## config.mk

```make
export PLATFORM = sky130hd
export DESIGN_NAME = velocity_pid_with_filtered_derivative_unit_flat
export DESIGN_NICKNAME = d
export VERILOG_FILES = /design/src/rtl/core/vpid_pkg.sv /design/src/rtl/core/vpid_in_if.sv /design/src/rtl/core/vpid_out_if.sv /design/src/rtl/core/vpid_mul.sv /design/src/rtl/core/vpid_div.sv /design/src/rtl/core/velocity_pid_with_filtered_derivative_unit.sv /design/src/flat_wrapper.sv
export SDC_FILE = /design/constraint.sdc
export NUM_CORES = 2
export LEC_CHECK = 0
export ABC_CLOCK_PERIOD_IN_PS = 8700
export BUFFER_PORTS_ARGS = -buffer_cell sky130_fd_sc_hd__buf_2
export CAP_MARGIN = 0
export CORE_MARGIN = 5
export CORE_UTILIZATION = 45
export DETAILED_ROUTE_END_ITERATION = 10
export PLACE_DENSITY_LB_ADDON = 0.15
export SLEW_MARGIN = 20
export SYNTH_ARGS = -nofsm -noshare
export SYNTH_HDL_FRONTEND = slang
export SYNTH_HIERARCHICAL = 1
export SYNTH_SLANG_ARGS = --single-unit
```

## constraint.sdc

```tcl
create_clock -name clk -period 8.7 [get_ports clk]
set_clock_uncertainty 0.1 [all_clocks]
set_input_delay 2.175 -clock clk [delete_from_list [all_inputs] [get_ports clk]]
set_output_delay 2.175 -clock clk [all_outputs]
set_load 0.05 [all_outputs]
```

## src/rtl/core/vpid_pkg.sv

```systemverilog
package vpid_pkg;

    localparam int DATA_W  = 32;
    localparam int FRAC_W  = 16;
    localparam int GAIN_W  = 31;
    localparam int MOP_W   = 36;                  // multiplier operand, signed
    localparam int MAG_W   = 2 * MOP_W - FRAC_W;  // product magnitude after the fraction shift
    localparam int DVN_W   = DATA_W + FRAC_W;     // divider dividend
    localparam int DVD_W   = DATA_W;              // divider divisor
    localparam int ALPHA_W = FRAC_W + 1;
    localparam int ADDR_W  = 5;

    localparam logic [2:0] REG_TARGET = 3'd0;
    localparam logic [2:0] REG_KP     = 3'd1;
    localparam logic [2:0] REG_KI     = 3'd2;
    localparam logic [2:0] REG_KD     = 3'd3;
    localparam logic [2:0] REG_TAU    = 3'd4;
    localparam logic [2:0] REG_MIN    = 3'd5;
    localparam logic [2:0] REG_MAX    = 3'd6;

    typedef enum logic [3:0] {
        S_IDLE,
        S_ERR,
        S_KITS,
        S_PROP,
        S_INTEG,
        S_DERIV,
        S_DDIV,
        S_FILT,
        S_SUM
    } state_t;

    localparam logic signed [DATA_W-1:0] SMAX = {1'b0, {(DATA_W-1){1'b1}}};
    localparam logic signed [DATA_W-1:0] SMIN = {1'b1, {(DATA_W-1){1'b0}}};

    // Saturate a wide signed sum to the data range.
    function automatic logic signed [DATA_W-1:0] sat_data(input logic signed [MOP_W-1:0] x);
        logic signed [MOP_W-1:0] hi;
        logic signed [MOP_W-1:0] lo;
        hi = MOP_W'(SMAX);
        lo = MOP_W'(SMIN);
        if (x > hi)
            return SMAX;
        else if (x < lo)
            return SMIN;
        else
            return x[DATA_W-1:0];
    endfunction

    // Signed value from sign and magnitude, clamped to the data range.
    function automatic logic signed [DATA_W-1:0] sat_mag(input logic neg,
                                                         input logic [MAG_W-1:0] m);
        logic big;
        if (neg)
        begin
            big = (|m[MAG_W-1:DATA_W]) | (m[DATA_W-1] & (|m[DATA_W-2:0]));
            return big ? SMIN : -$signed(m[DATA_W-1:0]);
        end
        else
        begin
            big = |m[MAG_W-1:DATA_W-1];
            return big ? SMAX : $signed(m[DATA_W-1:0]);
        end
    endfunction

    function automatic logic signed [MOP_W-1:0] sx(input logic signed [DATA_W-1:0] x);
        return {{(MOP_W-DATA_W){x[DATA_W-1]}}, x};
    endfunction

endpackage

```

## src/rtl/core/vpid_in_if.sv

```systemverilog
interface vpid_in_if;
    import vpid_pkg::*;
    logic                      valid;
    logic                      ready;
    logic signed [DATA_W-1:0]  measured_value;
    logic                      sample_due;
    logic        [GAIN_W-1:0]  elapsed_time;

    modport source (output valid, measured_value, sample_due, elapsed_time, input ready);
    modport sink   (input valid, measured_value, sample_due, elapsed_time, output ready);
endinterface

```

## src/rtl/core/vpid_out_if.sv

```systemverilog
interface vpid_out_if;
    import vpid_pkg::*;
    logic                      valid;
    logic                      ready;
    logic signed [DATA_W-1:0]  drive_value;
    logic                      updated;

    modport source (output valid, drive_value, updated, input ready);
    modport sink   (input valid, drive_value, updated, output ready);
endinterface

```

## src/rtl/core/vpid_mul.sv

```systemverilog
// Serial shift-add multiplier, one multiplier bit per cycle; Q-shift and saturate on output.
module vpid_mul
    import vpid_pkg::*;
(
    input  logic                     clk,
    input  logic                     rst_n,
    input  logic                     start,
    input  logic signed [MOP_W-1:0]  a,
    input  logic signed [MOP_W-1:0]  b,
    output logic                     done,
    output logic signed [DATA_W-1:0] res
);
    logic [MOP_W-1:0]   mcand_reg;
    logic [MOP_W-1:0]   mplier_reg;
    logic [2*MOP_W-1:0] acc_reg;
    logic [5:0]         cnt_reg;
    logic               busy_reg;
    logic               neg_reg;
    logic               done_reg;
    logic [MOP_W:0]     sum;

    assign sum = {1'b0, acc_reg[2*MOP_W-1:MOP_W]} + (mplier_reg[0] ? {1'b0, mcand_reg}
                                                                 : {(MOP_W+1){1'b0}});

    always_ff @(posedge clk or negedge rst_n)
    begin
        if (!rst_n)
        begin
            busy_reg <= 1'b0;
            done_reg <= 1'b0;
            cnt_reg  <= '0;
        end
        else
        begin
            done_reg <= 1'b0;
            if (start)
            begin
                busy_reg <= 1'b1;
                cnt_reg  <= 6'(MOP_W - 1);
            end
            else if (busy_reg)
            begin
                cnt_reg <= cnt_reg - 6'd1;
                if (cnt_reg == '0)
                begin
                    busy_reg <= 1'b0;
                    done_reg <= 1'b1;
                end
            end
        end
    end

    always_ff @(posedge clk)
    begin
        if (start)
        begin
            mcand_reg  <= a[MOP_W-1] ? MOP_W'(-a) : MOP_W'(a);
            mplier_reg <= b[MOP_W-1] ? MOP_W'(-b) : MOP_W'(b);
            neg_reg    <= a[MOP_W-1] ^ b[MOP_W-1];
            acc_reg    <= '0;
        end
        else if (busy_reg)
        begin
            acc_reg    <= {sum, acc_reg[MOP_W-1:1]};
            mplier_reg <= mplier_reg >> 1;
        end
    end

    assign done = done_reg;
    assign res  = sat_mag(neg_reg, acc_reg[2*MOP_W-1:FRAC_W]);
endmodule

```

## src/rtl/core/vpid_div.sv

```systemverilog
// Restoring divider, one quotient bit per cycle.
module vpid_div
    import vpid_pkg::*;
(
    input  logic             clk,
    input  logic             rst_n,
    input  logic             start,
    input  logic [DVN_W-1:0] dividend,
    input  logic [DVD_W-1:0] divisor,
    output logic             done,
    output logic [DVN_W-1:0] quo
);
    logic [DVN_W-1:0] quo_reg;
    logic [DVD_W-1:0] rem_reg;
    logic [DVD_W-1:0] dvs_reg;
    logic [5:0]       cnt_reg;
    logic             busy_reg;
    logic             done_reg;
    logic [DVD_W:0]   shifted;
    logic [DVD_W+1:0] trial;
    logic             fits;

    assign shifted = {rem_reg, quo_reg[DVN_W-1]};
    assign trial   = {1'b0, shifted} - {2'b00, dvs_reg};
    assign fits    = ~trial[DVD_W+1];

    always_ff @(posedge clk or negedge rst_n)
    begin
        if (!rst_n)
        begin
            busy_reg <= 1'b0;
            done_reg <= 1'b0;
            cnt_reg  <= '0;
        end
        else
        begin
            done_reg <= 1'b0;
            if (start)
            begin
                busy_reg <= 1'b1;
                cnt_reg  <= 6'(DVN_W - 1);
            end
            else if (busy_reg)
            begin
                cnt_reg <= cnt_reg - 6'd1;
                if (cnt_reg == '0)
                begin
                    busy_reg <= 1'b0;
                    done_reg <= 1'b1;
                end
            end
        end
    end

    always_ff @(posedge clk)
    begin
        if (start)
        begin
            quo_reg <= dividend;
            rem_reg <= '0;
            dvs_reg <= divisor;
        end
        else if (busy_reg)
        begin
            rem_reg <= fits ? trial[DVD_W-1:0] : shifted[DVD_W-1:0];
            quo_reg <= {quo_reg[DVN_W-2:0], fits};
        end
    end

    assign done = done_reg;
    assign quo  = quo_reg;
endmodule

```

## src/rtl/core/velocity_pid_with_filtered_derivative_unit.sv

```systemverilog
// Channel   Dir  Handshake     Payload
// in_ch     in   valid/ready   measured_value, sample_due, elapsed_time
// out_ch    out  valid/ready   drive_value, updated
// apb       in   psel/penable  7 config registers at 4*i, pready tied high
//
// Request with sample_due=0: result loaded into the output register at the accepting
// edge, valid the next cycle.
// Request with sample_due=1: five serial 36-bit multiplies and one 48-bit serial divide
// on the critical chain set the time from the accepting edge to out valid; the filter
// coefficient divide overlaps the multiplies.
// One request at a time; input ready is low while busy or while a result waits.
// rst_n asynchronous, active low; clears control, config and history to zero.
module velocity_pid_with_filtered_derivative_unit
    import vpid_pkg::*;
(
    input  logic              clk,
    input  logic              rst_n,
    input  logic              psel,
    input  logic              penable,
    input  logic              pwrite,
    input  logic [ADDR_W-1:0] paddr,
    input  logic [31:0]       pwdata,
    output logic [31:0]       prdata,
    output logic              pready,
    vpid_in_if.sink           in_ch,
    vpid_out_if.source        out_ch
);
    // configuration
    logic signed [DATA_W-1:0] target_reg, min_reg, max_reg;
    logic [GAIN_W-1:0]        kp_reg, ki_reg, kd_reg, tau_reg;
    logic                     wr_en;

    // history
    logic signed [DATA_W-1:0] ldrive_reg, lerr_reg, oerr_reg, lfd_reg;

    // per-request working values
    state_t                   state_reg, state_next;
    logic signed [DATA_W-1:0] meas_reg, err_reg, kits_reg, p_reg, i_reg, fd_reg;
    logic [GAIN_W-1:0]        ts_reg;
    logic [ALPHA_W-1:0]       alpha_reg;
    logic                     dneg_reg;

    // output register
    logic                     ovalid_reg;
    logic signed [DATA_W-1:0] odrive_reg;
    logic                     oupd_reg;

    // shared serial units
    logic                     mul_start, mul_done, div_start, div_done;
    logic signed [MOP_W-1:0]  mul_a, mul_b;
    logic signed [DATA_W-1:0] mul_res;
    logic [DVN_W-1:0]         div_n, div_q;
    logic [DVD_W-1:0]         div_d;

    logic                     in_acc;
    logic signed [DATA_W-1:0] d_sat, err_next, fd_next, u_next, i_use;
    logic                     i_out;

    assign pready = 1'b1;
    assign wr_en  = psel & penable & pwrite;

    always_ff @(posedge clk or negedge rst_n)
    begin
        if (!rst_n)
        begin
            target_reg <= '0;
            kp_reg     <= '0;
            ki_reg     <= '0;
            kd_reg     <= '0;
            tau_reg    <= '0;
            min_reg    <= '0;
            max_reg    <= '0;
        end
        else if (wr_en)
        begin
            unique case (paddr[4:2])
                REG_TARGET: target_reg <= pwdata;
                REG_KP:     kp_reg     <= pwdata[GAIN_W-1:0];
                REG_KI:     ki_reg     <= pwdata[GAIN_W-1:0];
                REG_KD:     kd_reg     <= pwdata[GAIN_W-1:0];
                REG_TAU:    tau_reg    <= pwdata[GAIN_W-1:0];
                REG_MIN:    min_reg    <= pwdata;
                REG_MAX:    max_reg    <= pwdata;
                default:    ;
            endcase
        end
    end

    always_comb
    begin
        unique case (paddr[4:2])
            REG_TARGET: prdata = target_reg;
            REG_KP:     prdata = {1'b0, kp_reg};
            REG_KI:     prdata = {1'b0, ki_reg};
            REG_KD:     prdata = {1'b0, kd_reg};
            REG_TAU:    prdata = {1'b0, tau_reg};
            REG_MIN:    prdata = min_reg;
            REG_MAX:    prdata = max_reg;
            default:    prdata = '0;
        endcase
    end

    vpid_mul u_mul (
        .clk   (clk),
        .rst_n (rst_n),
        .start (mul_start),
        .a     (mul_a),
        .b     (mul_b),
        .done  (mul_done),
        .res   (mul_res)
    );

    vpid_div u_div (
        .clk      (clk),
        .rst_n    (rst_n),
        .start    (div_start),
        .dividend (div_n),
        .divisor  (div_d),
        .done     (div_done),
        .quo      (div_q)
    );

    assign in_ch.ready = (state_reg == S_IDLE) & ~ovalid_reg;
    assign in_acc      = in_ch.valid & in_ch.ready;

    assign err_next = sat_data(sx(target_reg) - sx(meas_reg));
    // derivative after the divide by ts, sign kept from the kd product
    assign d_sat    = sat_mag(dneg_reg, MAG_W'(div_q));
    assign fd_next  = sat_data(sx(lfd_reg) + sx(mul_res));
    // anti-windup: drop the integral step when outside the drive bounds
    assign i_out    = (i_reg < min_reg) | (i_reg > max_reg);
    assign i_use    = i_out ? '0 : i_reg;
    assign u_next   = sat_data(sx(ldrive_reg) + sx(p_reg) + sx(i_use) + sx(fd_reg));

    always_comb
    begin
        state_next = state_reg;
        mul_start  = 1'b0;
        mul_a      = '0;
        mul_b      = '0;
        div_start  = 1'b0;
        // filter coefficient alpha = (ts << FRAC) / (tau + ts)
        div_n      = {1'b0, ts_reg, {FRAC_W{1'b0}}};
        div_d      = {1'b0, tau_reg} + {1'b0, ts_reg};
        unique case (state_reg)
            S_IDLE:
            begin
                if (in_acc && in_ch.sample_due)
                    state_next = S_ERR;
            end
            S_ERR:
            begin
                mul_start  = 1'b1;
                mul_a      = MOP_W'(ki_reg);
                mul_b      = MOP_W'(ts_reg);
                div_start  = 1'b1;
                state_next = S_KITS;
            end
            S_KITS:
            begin
                mul_a = MOP_W'(kp_reg);
                mul_b = sx(err_reg) - sx(lerr_reg);
                if (mul_done)
                begin
                    mul_start  = 1'b1;
                    state_next = S_PROP;
                end
            end
            S_PROP:
            begin
                mul_a = sx(kits_reg);
                mul_b = sx(err_reg);
                if (mul_done)
                begin
                    mul_start  = 1'b1;
                    state_next = S_INTEG;
                end
            end
            S_INTEG:
            begin
                mul_a = MOP_W'(kd_reg);
                mul_b = sx(err_reg) - (sx(lerr_reg) <<< 1) + sx(oerr_reg);
                if (mul_done)
                begin
                    mul_start  = 1'b1;
                    state_next = S_DERIV;
                end
            end
            S_DERIV:
            begin
                // |kd*dde| << FRAC / ts
                div_n = {(mul_res[DATA_W-1] ? DATA_W'(-mul_res) : mul_res), {FRAC_W{1'b0}}};
                div_d = {1'b0, ts_reg};
                if (mul_done)
                begin
                    div_start  = 1'b1;
                    state_next = S_DDIV;
                end
            end
            S_DDIV:
            begin
                mul_a = sx(d_sat) - sx(lfd_reg);
                mul_b = MOP_W'(alpha_reg);
                if (div_done)
                begin
                    mul_start  = 1'b1;
                    state_next = S_FILT;
                end
            end
            S_FILT:
            begin
                if (mul_done)
                    state_next = S_SUM;
            end
            S_SUM:
            begin
                state_next = S_IDLE;
            end
            default:
            begin
                state_next = S_IDLE;
            end
        endcase
    end

    always_ff @(posedge clk or negedge rst_n)
    begin
        if (!rst_n)
        begin
            state_reg  <= S_IDLE;
            ovalid_reg <= 1'b0;
            ldrive_reg <= '0;
            lerr_reg   <= '0;
            oerr_reg   <= '0;
            lfd_reg    <= '0;
        end
        else
        begin
            state_reg <= state_next;
            if (out_ch.ready)
                ovalid_reg <= 1'b0;
            if (in_acc && !in_ch.sample_due)
                ovalid_reg <= 1'b1;
            if (state_reg == S_SUM)
            begin
                ovalid_reg <= 1'b1;
                ldrive_reg <= u_next;
                oerr_reg   <= lerr_reg;
                lerr_reg   <= err_reg;
                lfd_reg    <= fd_reg;
            end
        end
    end

    always_ff @(posedge clk)
    begin
        if (in_acc)
        begin
            meas_reg   <= in_ch.measured_value;
            ts_reg     <= (in_ch.elapsed_time == '0) ? GAIN_W'(1) : in_ch.elapsed_time;
            odrive_reg <= ldrive_reg;
            oupd_reg   <= 1'b0;
        end
        if (state_reg == S_ERR)
            err_reg <= err_next;
        if (mul_done && state_reg == S_KITS)
            kits_reg <= mul_res;
        if (mul_done && state_reg == S_PROP)
            p_reg <= mul_res;
        if (mul_done && state_reg == S_INTEG)
            i_reg <= mul_res;
        if (mul_done && state_reg == S_DERIV)
            dneg_reg <= mul_res[DATA_W-1];
        // alpha finishes while the multiplies run
        if (div_done && state_reg != S_DDIV)
            alpha_reg <= div_q[ALPHA_W-1:0];
        if (mul_done && state_reg == S_FILT)
            fd_reg <= fd_next;
        if (state_reg == S_SUM)
        begin
            odrive_reg <= u_next;
            oupd_reg   <= 1'b1;
        end
    end

    assign out_ch.valid       = ovalid_reg;
    assign out_ch.drive_value = odrive_reg;
    assign out_ch.updated     = oupd_reg;
endmodule

```

## src/flat_wrapper.sv

```systemverilog
// flat-port wrapper written by rule: the top's interface ports become plain ports
module velocity_pid_with_filtered_derivative_unit_flat import vpid_pkg::*;
  (clk, rst_n, psel, penable, pwrite, paddr, pwdata, prdata, pready, in_ch_valid, in_ch_measured_value, in_ch_sample_due, in_ch_elapsed_time, in_ch_ready, out_ch_valid, out_ch_drive_value, out_ch_updated, out_ch_ready);
  vpid_in_if in_ch_i ();
  vpid_out_if out_ch_i ();
  input  logic clk;
  input  logic rst_n;
  input  logic psel;
  input  logic penable;
  input  logic pwrite;
  input  logic [ADDR_W-1:0] paddr;
  input  logic [31:0] pwdata;
  output logic [31:0] prdata;
  output logic pready;
  input wire logic [$bits(in_ch_i.valid)-1:0] in_ch_valid;
  input wire logic [$bits(in_ch_i.measured_value)-1:0] in_ch_measured_value;
  input wire logic [$bits(in_ch_i.sample_due)-1:0] in_ch_sample_due;
  input wire logic [$bits(in_ch_i.elapsed_time)-1:0] in_ch_elapsed_time;
  output wire logic [$bits(in_ch_i.ready)-1:0] in_ch_ready;
  output wire logic [$bits(out_ch_i.valid)-1:0] out_ch_valid;
  output wire logic [$bits(out_ch_i.drive_value)-1:0] out_ch_drive_value;
  output wire logic [$bits(out_ch_i.updated)-1:0] out_ch_updated;
  input wire logic [$bits(out_ch_i.ready)-1:0] out_ch_ready;
  assign in_ch_i.valid = in_ch_valid;
  assign in_ch_i.measured_value = in_ch_measured_value;
  assign in_ch_i.sample_due = in_ch_sample_due;
  assign in_ch_i.elapsed_time = in_ch_elapsed_time;
  assign in_ch_ready = in_ch_i.ready;
  assign out_ch_valid = out_ch_i.valid;
  assign out_ch_drive_value = out_ch_i.drive_value;
  assign out_ch_updated = out_ch_i.updated;
  assign out_ch_i.ready = out_ch_ready;
  velocity_pid_with_filtered_derivative_unit u_core (.clk(clk), .rst_n(rst_n), .psel(psel), .penable(penable), .pwrite(pwrite), .paddr(paddr), .pwdata(pwdata), .prdata(prdata), .pready(pready), .in_ch(in_ch_i), .out_ch(out_ch_i));
endmodule
```

# Word-level counts from Yosys, hierarchy flattened

Index checks and enable logic that the tools add are counted.

Bits in registers: 900

Magnitude comparators: 8
Mux-type cells: 58
Eq/ne operators: 22
Reduce and logical (&&, ||, !) cells: 33
Add/sub/neg operators: 19
Bitwise operators: 12

Operators with widths:

| kind                                                         | count |
|---|---|
| 2-to-1 mux 32 bit                                            | 15 |
| case mux 36 bit (5 select lines)                             | 2 |
| case mux 32 bit (7 select lines)                             | 1 |
| 2-to-1 mux 36 bit                                            | 4 |
| 2-to-1 mux 48 bit                                            | 3 |
| > comparator 36 x 32 -> 1 bit, second input constant         | 3 |
| less-than comparator 36 x 32 -> 1 bit, second input constant | 3 |
| subtractor 32 x 32 -> 33 bit                                 | 3 |
| negator 32 bit                                               | 3 |
| negator 36 bit                                               | 2 |
| adder 32 x 32 -> 33 bit                                      | 2 |
| OR reduction 31 bit                                          | 2 |
| adder 36 x 37 -> 37 bit                                      | 1 |
| adder 36 x 32 -> 36 bit                                      | 1 |
| adder 34 x 32 -> 35 bit                                      | 1 |
| 2-to-1 mux 35 bit                                            | 1 |
| adder 33 x 32 -> 34 bit                                      | 1 |
| subtractor 32 x 33 -> 34 bit                                 | 1 |
| subtractor 33 x 32 -> 34 bit                                 | 1 |
| adder 31 x 31 -> 32 bit                                      | 1 |
| > comparator 32 bit                                          | 1 |
| less-than comparator 32 bit                                  | 1 |
| case mux 4 bit (8 select lines)                              | 1 |
| logical NOT 31 bit                                           | 1 |
| other kinds (34)                                             | 97 |

# Longest topological paths before layout

Depth in word-level cells: 9
Depth in mapped cells: 31

# Cells and area by module

The synthesis kept the hierarchy.

By module, submodules not included:

| module                                     | seq. area each (sq um) | instances | area an instance (sq um) | cells an instance |
|---|---|---|---|---|
| velocity_pid_with_filtered_derivative_unit | 17051.4                | 1         | 43186.4                  | 4476 |
| vpid_mul                                   | 3513.4                 | 1         | 9539.1                   | 1101 |
| vpid_div                                   | 3243.1                 | 1         | 6678.9                   | 620 |

# Least setup slack after synthesis

Ideal clock, no wire load.

Path type: register to register
From: register u_core.u_div.quo_reg[0], in the netlist u_core/u_div/quo[0]
To: register u_core.u_mul.mcand_reg[33] (data pin)
Data arrival time: 7.127 ns
Slack: 1.184 ns
Clock period less this slack: 7.516 ns
Cell stages (with the launch flop): 32
Buffers on the path: 1
Data required time: 8.310 ns
Cell sequence: edfxtp_1 inv_1 ha_1 or3b_1 or3_4 nor4_2 and4_1 nand3_1 or3_4 o21ai_2 a21boi_1 buf_2 a21o_1 ha_1 fa_1 nor2b_1 o21ai_0 a21boi_0 o21ai_0 a21oi_1 o211ai_1 nand3b_1 a21oi_1 xor2_1 o21ai_0 or4_4 or4_1 or2_2 or3_4 or3_4 o31ai_4 xnor2_1

Word-level cells in the longest chain between the ends: 9
Elaborated cells on any way between the ends: 11
Those cells by class: 3 x add/sub; 5 x mux; 2 x bitwise; 1 x reduce/logical

RTL lines:

| item                                                                   | line                                              | RTL |
|---|---|---|
| start, declared                                                        | vpid_div.sv:13                                    | `logic [DVN_W-1:0] quo_reg;` |
| start signal, assigned                                                 | vpid_div.sv:59                                    | `quo_reg <= dividend;` |
| start signal, assigned                                                 | vpid_div.sv:66                                    | `quo_reg <= {quo_reg[DVN_W-2:0], fits};` |
| parallel branches: the longest is 4 deep, another holds negator 32 bit | n/a                                               |  |
| 2-to-1 mux 32 bit *                                                    | vpid_pkg.sv:54                                    | `if (neg)` |
| subtractor 32 x 32 -> 33 bit *                                         | velocity_pid_with_filtered_derivative_unit.sv:202 | `mul_a = sx(d_sat) - sx(lfd_reg);` |
| case mux 36 bit (5 select lines) *                                     | velocity_pid_with_filtered_derivative_unit.sv:145 | `unique case (state_reg)` |
| named net u_core.mul_a[16]                                             | velocity_pid_with_filtered_derivative_unit.sv:50  | `logic signed [MOP_W-1:0] mul_a, mul_b;` |
| negator 36 bit *                                                       | vpid_mul.sv:57                                    | `mcand_reg <= a[MOP_W-1] ? MOP_W'(-a) : MOP_W'(a);` |
| 2-to-1 mux 35 bit *                                                    | vpid_mul.sv:57                                    |  |
| end signal, assigned                                                   | vpid_mul.sv:57                                    |  |
| end, declared                                                          | vpid_mul.sv:13                                    | `logic [MOP_W-1:0] mcand_reg;` |

Mark *: on every way through the listed nets, which the timed path passes.
A chain may end at the register's enable or synchronous reset.

# Worst setup path in the final report

From: register u_core.u_div.quo_reg[1], in the netlist u_core/u_div/quo[1]
To: register u_core.u_mul.mcand_reg[30] (data pin)

The elaborated chain is that of the path after synthesis.

==> flow_summary.yaml <==
outcome:
  run_status: "complete, no violations"
setup_path:
  cp_startpoint_kind: "register"
  crit_path_max_fanout: 24
  cp.required_ns: 9.05
  end_kind: "register"
  worst-setup-path-type: "reg -> reg"
  cp_common_cell: "sky130_fd_sc_hd__o21ai_0"
  max_stage_delay_ns: 0.66
  timing.critical_path.arrival_ns: 8.56
  critPathSlowestCell: "sky130_fd_sc_hd__or4_4"
routing:
  routed-via-count: 49067
  drt_antenna_net_count: 0
  wl_per_cell_um: 25.21
  drt_first_pass_iters: 8
  postRouteWirelength_um: 205200
  route.detailed.drc: 0
  detail_route.iter0.violations: 4836
  post_drt_via_cell_ratio: 6.030
cts:
  clock_latency_ns: 0.73
  tritoncts: "yes"
  cts-root-to-sink-buffers: 3
  clkSlewWorstSetupHoldPaths_ns: 0.06
  h-tree-depth: 3
  cts_repair_resize_count: 0
  clock_tree.root_cell: "sky130_fd_sc_hd__clkbuf_16"
  post_cts_buffers: 0
  cts_inserted_buffers: 102
  clock_sinks: 884
  ctsHoldBuffers: 0
cells_and_area:
  layout_common_cells: "sky130_fd_sc_hd__nand2_1, sky130_fd_sc_hd__o21ai_0, sky130_fd_sc_hd__inv_1"
  syn2layout_area_growth_pct: 11.17
  largest_reg_flops: 56
  num-fill-cells: 12266
  post_layout_nonfiller_instances: 8137
  seq_area_um2: 23810
  fraction_of_final_layout_cells_with_drive_strength_greater_than_1_pct: 12.63
  final_common_cell: "sky130_fd_sc_hd__nand2_1"
  multi_input_area_um2: 32920
  final_nets: 6867
job:
  maxCapViolCount: 0
sta:
  min_period_over_period_pct: 94.44
  timing.final.hold_violations: 0
  rsz0062_at_grt: "no"
  finalMaxSlewViolations: 0
  timing.setup.tns_ns: 0
  least_margin_pin_slew_ns: 1.235
  setup_viol: 0
  slew-limit-headroom_pct: 17.67
  finalCriticalPeriod_ns: 8.216
  timing.fmax_mhz: 121.7
yosys:
  proportion_of_register_bits_with_asynchronous_set_or_reset_after_synthesis_pct: 41.74
  synthesis.area_per_instance_um2: 9.586
  dominantRegCellSynth: "sky130_fd_sc_hd__edfxtp_1"
  synth_warnings: 6
  ys_seq_elements: 884
  synth_edf_count: 426
  yosysSeqAreaShare_pct: 40.08
  mappedNetlistArea_um2: 59400
  post_synth_inst_count: 6197
  yosysUniqueCellTypes: 101
power_and_ir_drop:
  worst_ir_drop_vdd_v: 0.0001699
  power_density_nw_per_um2: 214.2
  total_leakage_power_nw: 27.77
global_routing:
  global_route.overflow_total: 0
  track_usage_pct: 28.52
  antenna_violations_before_repair: 19
  pin_count_of_the_biggest_net_entering_global_routing: 148
  number_of_global_route_vias_before_repair: 46787
  wire_length_of_the_first_global_routing_pass_um: 302800
die:
  chipHeight_um: 373.3
  floorplan.die_area_um2: 139400
  floorplan.initialDensity_pct: 45.24
  rows: 133
  design.portCount: 176
  die_w_um: 373.3
  design.core.area_um2: 131300
placed_design:
  place.detailed.instances: 7939
  dp.final_hpwl_um: 154800
  gp_congestion: 0.9592
  buffer_ports.inserted: 172
worst_hold_path:
  hold_path_class: "reg -> reg"
final timing paths:
path | startpoint | cells after the start | end | slack [ns]
worst max-delay path | u_core/u_div/quo[1]$_DFFE_PP_ | 27 | u_core/u_mul/mcand_reg[30]$_DFFE_PP_ | 0.48
worst min-delay path | u_core/out_ch.updated$_SDFFE_PN1P_ | 2 | u_core/out_ch.updated$_SDFFE_PN1P_ | 0.36
worst max register to register | u_core/u_div/quo[1]$_DFFE_PP_ | 27 | u_core/u_mul/mcand_reg[30]$_DFFE_PP_ | 0.48
worst min register to register | u_core/out_ch.updated$_SDFFE_PN1P_ | 2 | u_core/out_ch.updated$_SDFFE_PN1P_ | 0.36
max in group asynchronous | rst_n | 2 | u_core/u_div/busy_reg$_DFF_PN0_ | 5.71
min in group asynchronous | rst_n | 1 | u_core/target_reg[2]$_DFFE_PN0P_ | 1.37
worst max-delay path, delay by kind of cell (launching register included):
family / cells / cell delay (ns)
AND/OR/NAND/NOR: 13 / 4.40
AO/OA/AOI/OAI: 8 / 1.88
adder cells (fa/ha/maj): 2 / 0.51
flip-flops: 1 / 0.45
buffers and inverters: 2 / 0.36
XOR/XNOR: 2 / 0.22
logic make-up after synthesis:
family / synth area share (%)
compound gates: 18.93
xor+xnor: 4.849
fa+ha+maj: 11.44
buf+inv: 5.118
flops: 40.08
mux: 6.300
other cells: 0.01264
simple gates: 13.28
stage by stage:
step / util, % / hold slack, ns / worst slack [ns] / power (W) / area [um2]
floorplan: - / 0.3460 / 1.184 / 0.008323 / 59460
global placement: 47.55 / 0.3276 / 0.4873 / 0.009498 / 62430
detailed placement: 47.55 / 0.3510 / 0.4024 / 0.009549 / 62440
CTS: 50.26 / 0.3620 / 0.3912 / 0.01417 / 65990
global route: 50.28 / 0.3886 / 0.02041 / 0.01488 / 66020
finish: 50.30 / 0.3641 / 0.4835 / 0.01415 / 66040
synth_stat cells, types with 27 or more instances:
library cell               number  area (um2)
sky130_fd_sc_hd__buf_1         36       135.1
sky130_fd_sc_hd__o21a_1        50       375.4
sky130_fd_sc_hd__xnor2_1      169        1480
sky130_fd_sc_hd__a21oi_1      396        1982
sky130_fd_sc_hd__and2_1        58       362.9
sky130_fd_sc_hd__dfrtp_1      369        9234
sky130_fd_sc_hd__o21ai_0      502        2512
sky130_fd_sc_hd__a211oi_1      54       405.4
sky130_fd_sc_hd__o21bai_1      47       352.8
sky130_fd_sc_hd__nand2b_1      54       337.8
sky130_fd_sc_hd__mux2_2       226        2545
sky130_fd_sc_hd__nand2_1      545        2046
sky130_fd_sc_hd__xor2_1       158        1384
sky130_fd_sc_hd__a221oi_1      33       289.0
sky130_fd_sc_hd__a21o_1       126       945.9
sky130_fd_sc_hd__nor2_1       406        1524
sky130_fd_sc_hd__a31oi_1       65       406.6
sky130_fd_sc_hd__ha_1         367        4592
sky130_fd_sc_hd__mux2i_1       96       960.9
sky130_fd_sc_hd__nor3_1        89       445.4
sky130_fd_sc_hd__nor4_1        37       231.5
sky130_fd_sc_hd__fa_1         104        2082
sky130_fd_sc_hd__nand3_1       83       415.4
sky130_fd_sc_hd__edfxtp_1     426       12790
sky130_fd_sc_hd__nand4_1       59       369.1
sky130_fd_sc_hd__o31ai_1       56       420.4
sky130_fd_sc_hd__and3_1        67       419.2
sky130_fd_sc_hd__inv_1        470        1764
sky130_fd_sc_hd__o311ai_0      47       411.6
sky130_fd_sc_hd__o211ai_1      32       240.2
sky130_fd_sc_hd__dfxtp_1       89        1782
sky130_fd_sc_hd__a222oi_1      27       270.3
sky130_fd_sc_hd__nor2b_1       56       350.3
sky130_fd_sc_hd__clkbuf_1     257       964.7
sky130_fd_sc_hd__a22oi_1       40       300.3
sky130_fd_sc_hd__or3_1         64       400.4
report_power, final:
group	total [W]	internal (W)	switching (W)
Combinational	0.00409	0.00168	0.00241
Sequential	0.00548	0.00488	0.000592
Clock	0.00458	0.00270	0.00187
routing by layer:
layer | routed length [um] | share of wire [%] | GRT usage, %
met5 | 43 | 0.021 | 0
met4 | 10260 | 5.0 | 12.00
met1 | 88540 | 43 | 39.92
met3 | 18010 | 8.8 | 5.782
met2 | 88300 | 43 | 43.21
cell type report:
type	count	area share, %
Sequential cell	884	36.06
Multi-Input combinational cell	4540	49.84
Tap cell	1755	3.325
Clock inverter	52	0.9966
Antenna cell	8	0.03031
Clock buffer	138	4.380
Inverter	471	2.679
Timing Repair Buffer	289	2.690
No activity file was read; power rests on OpenSTA's default activity.
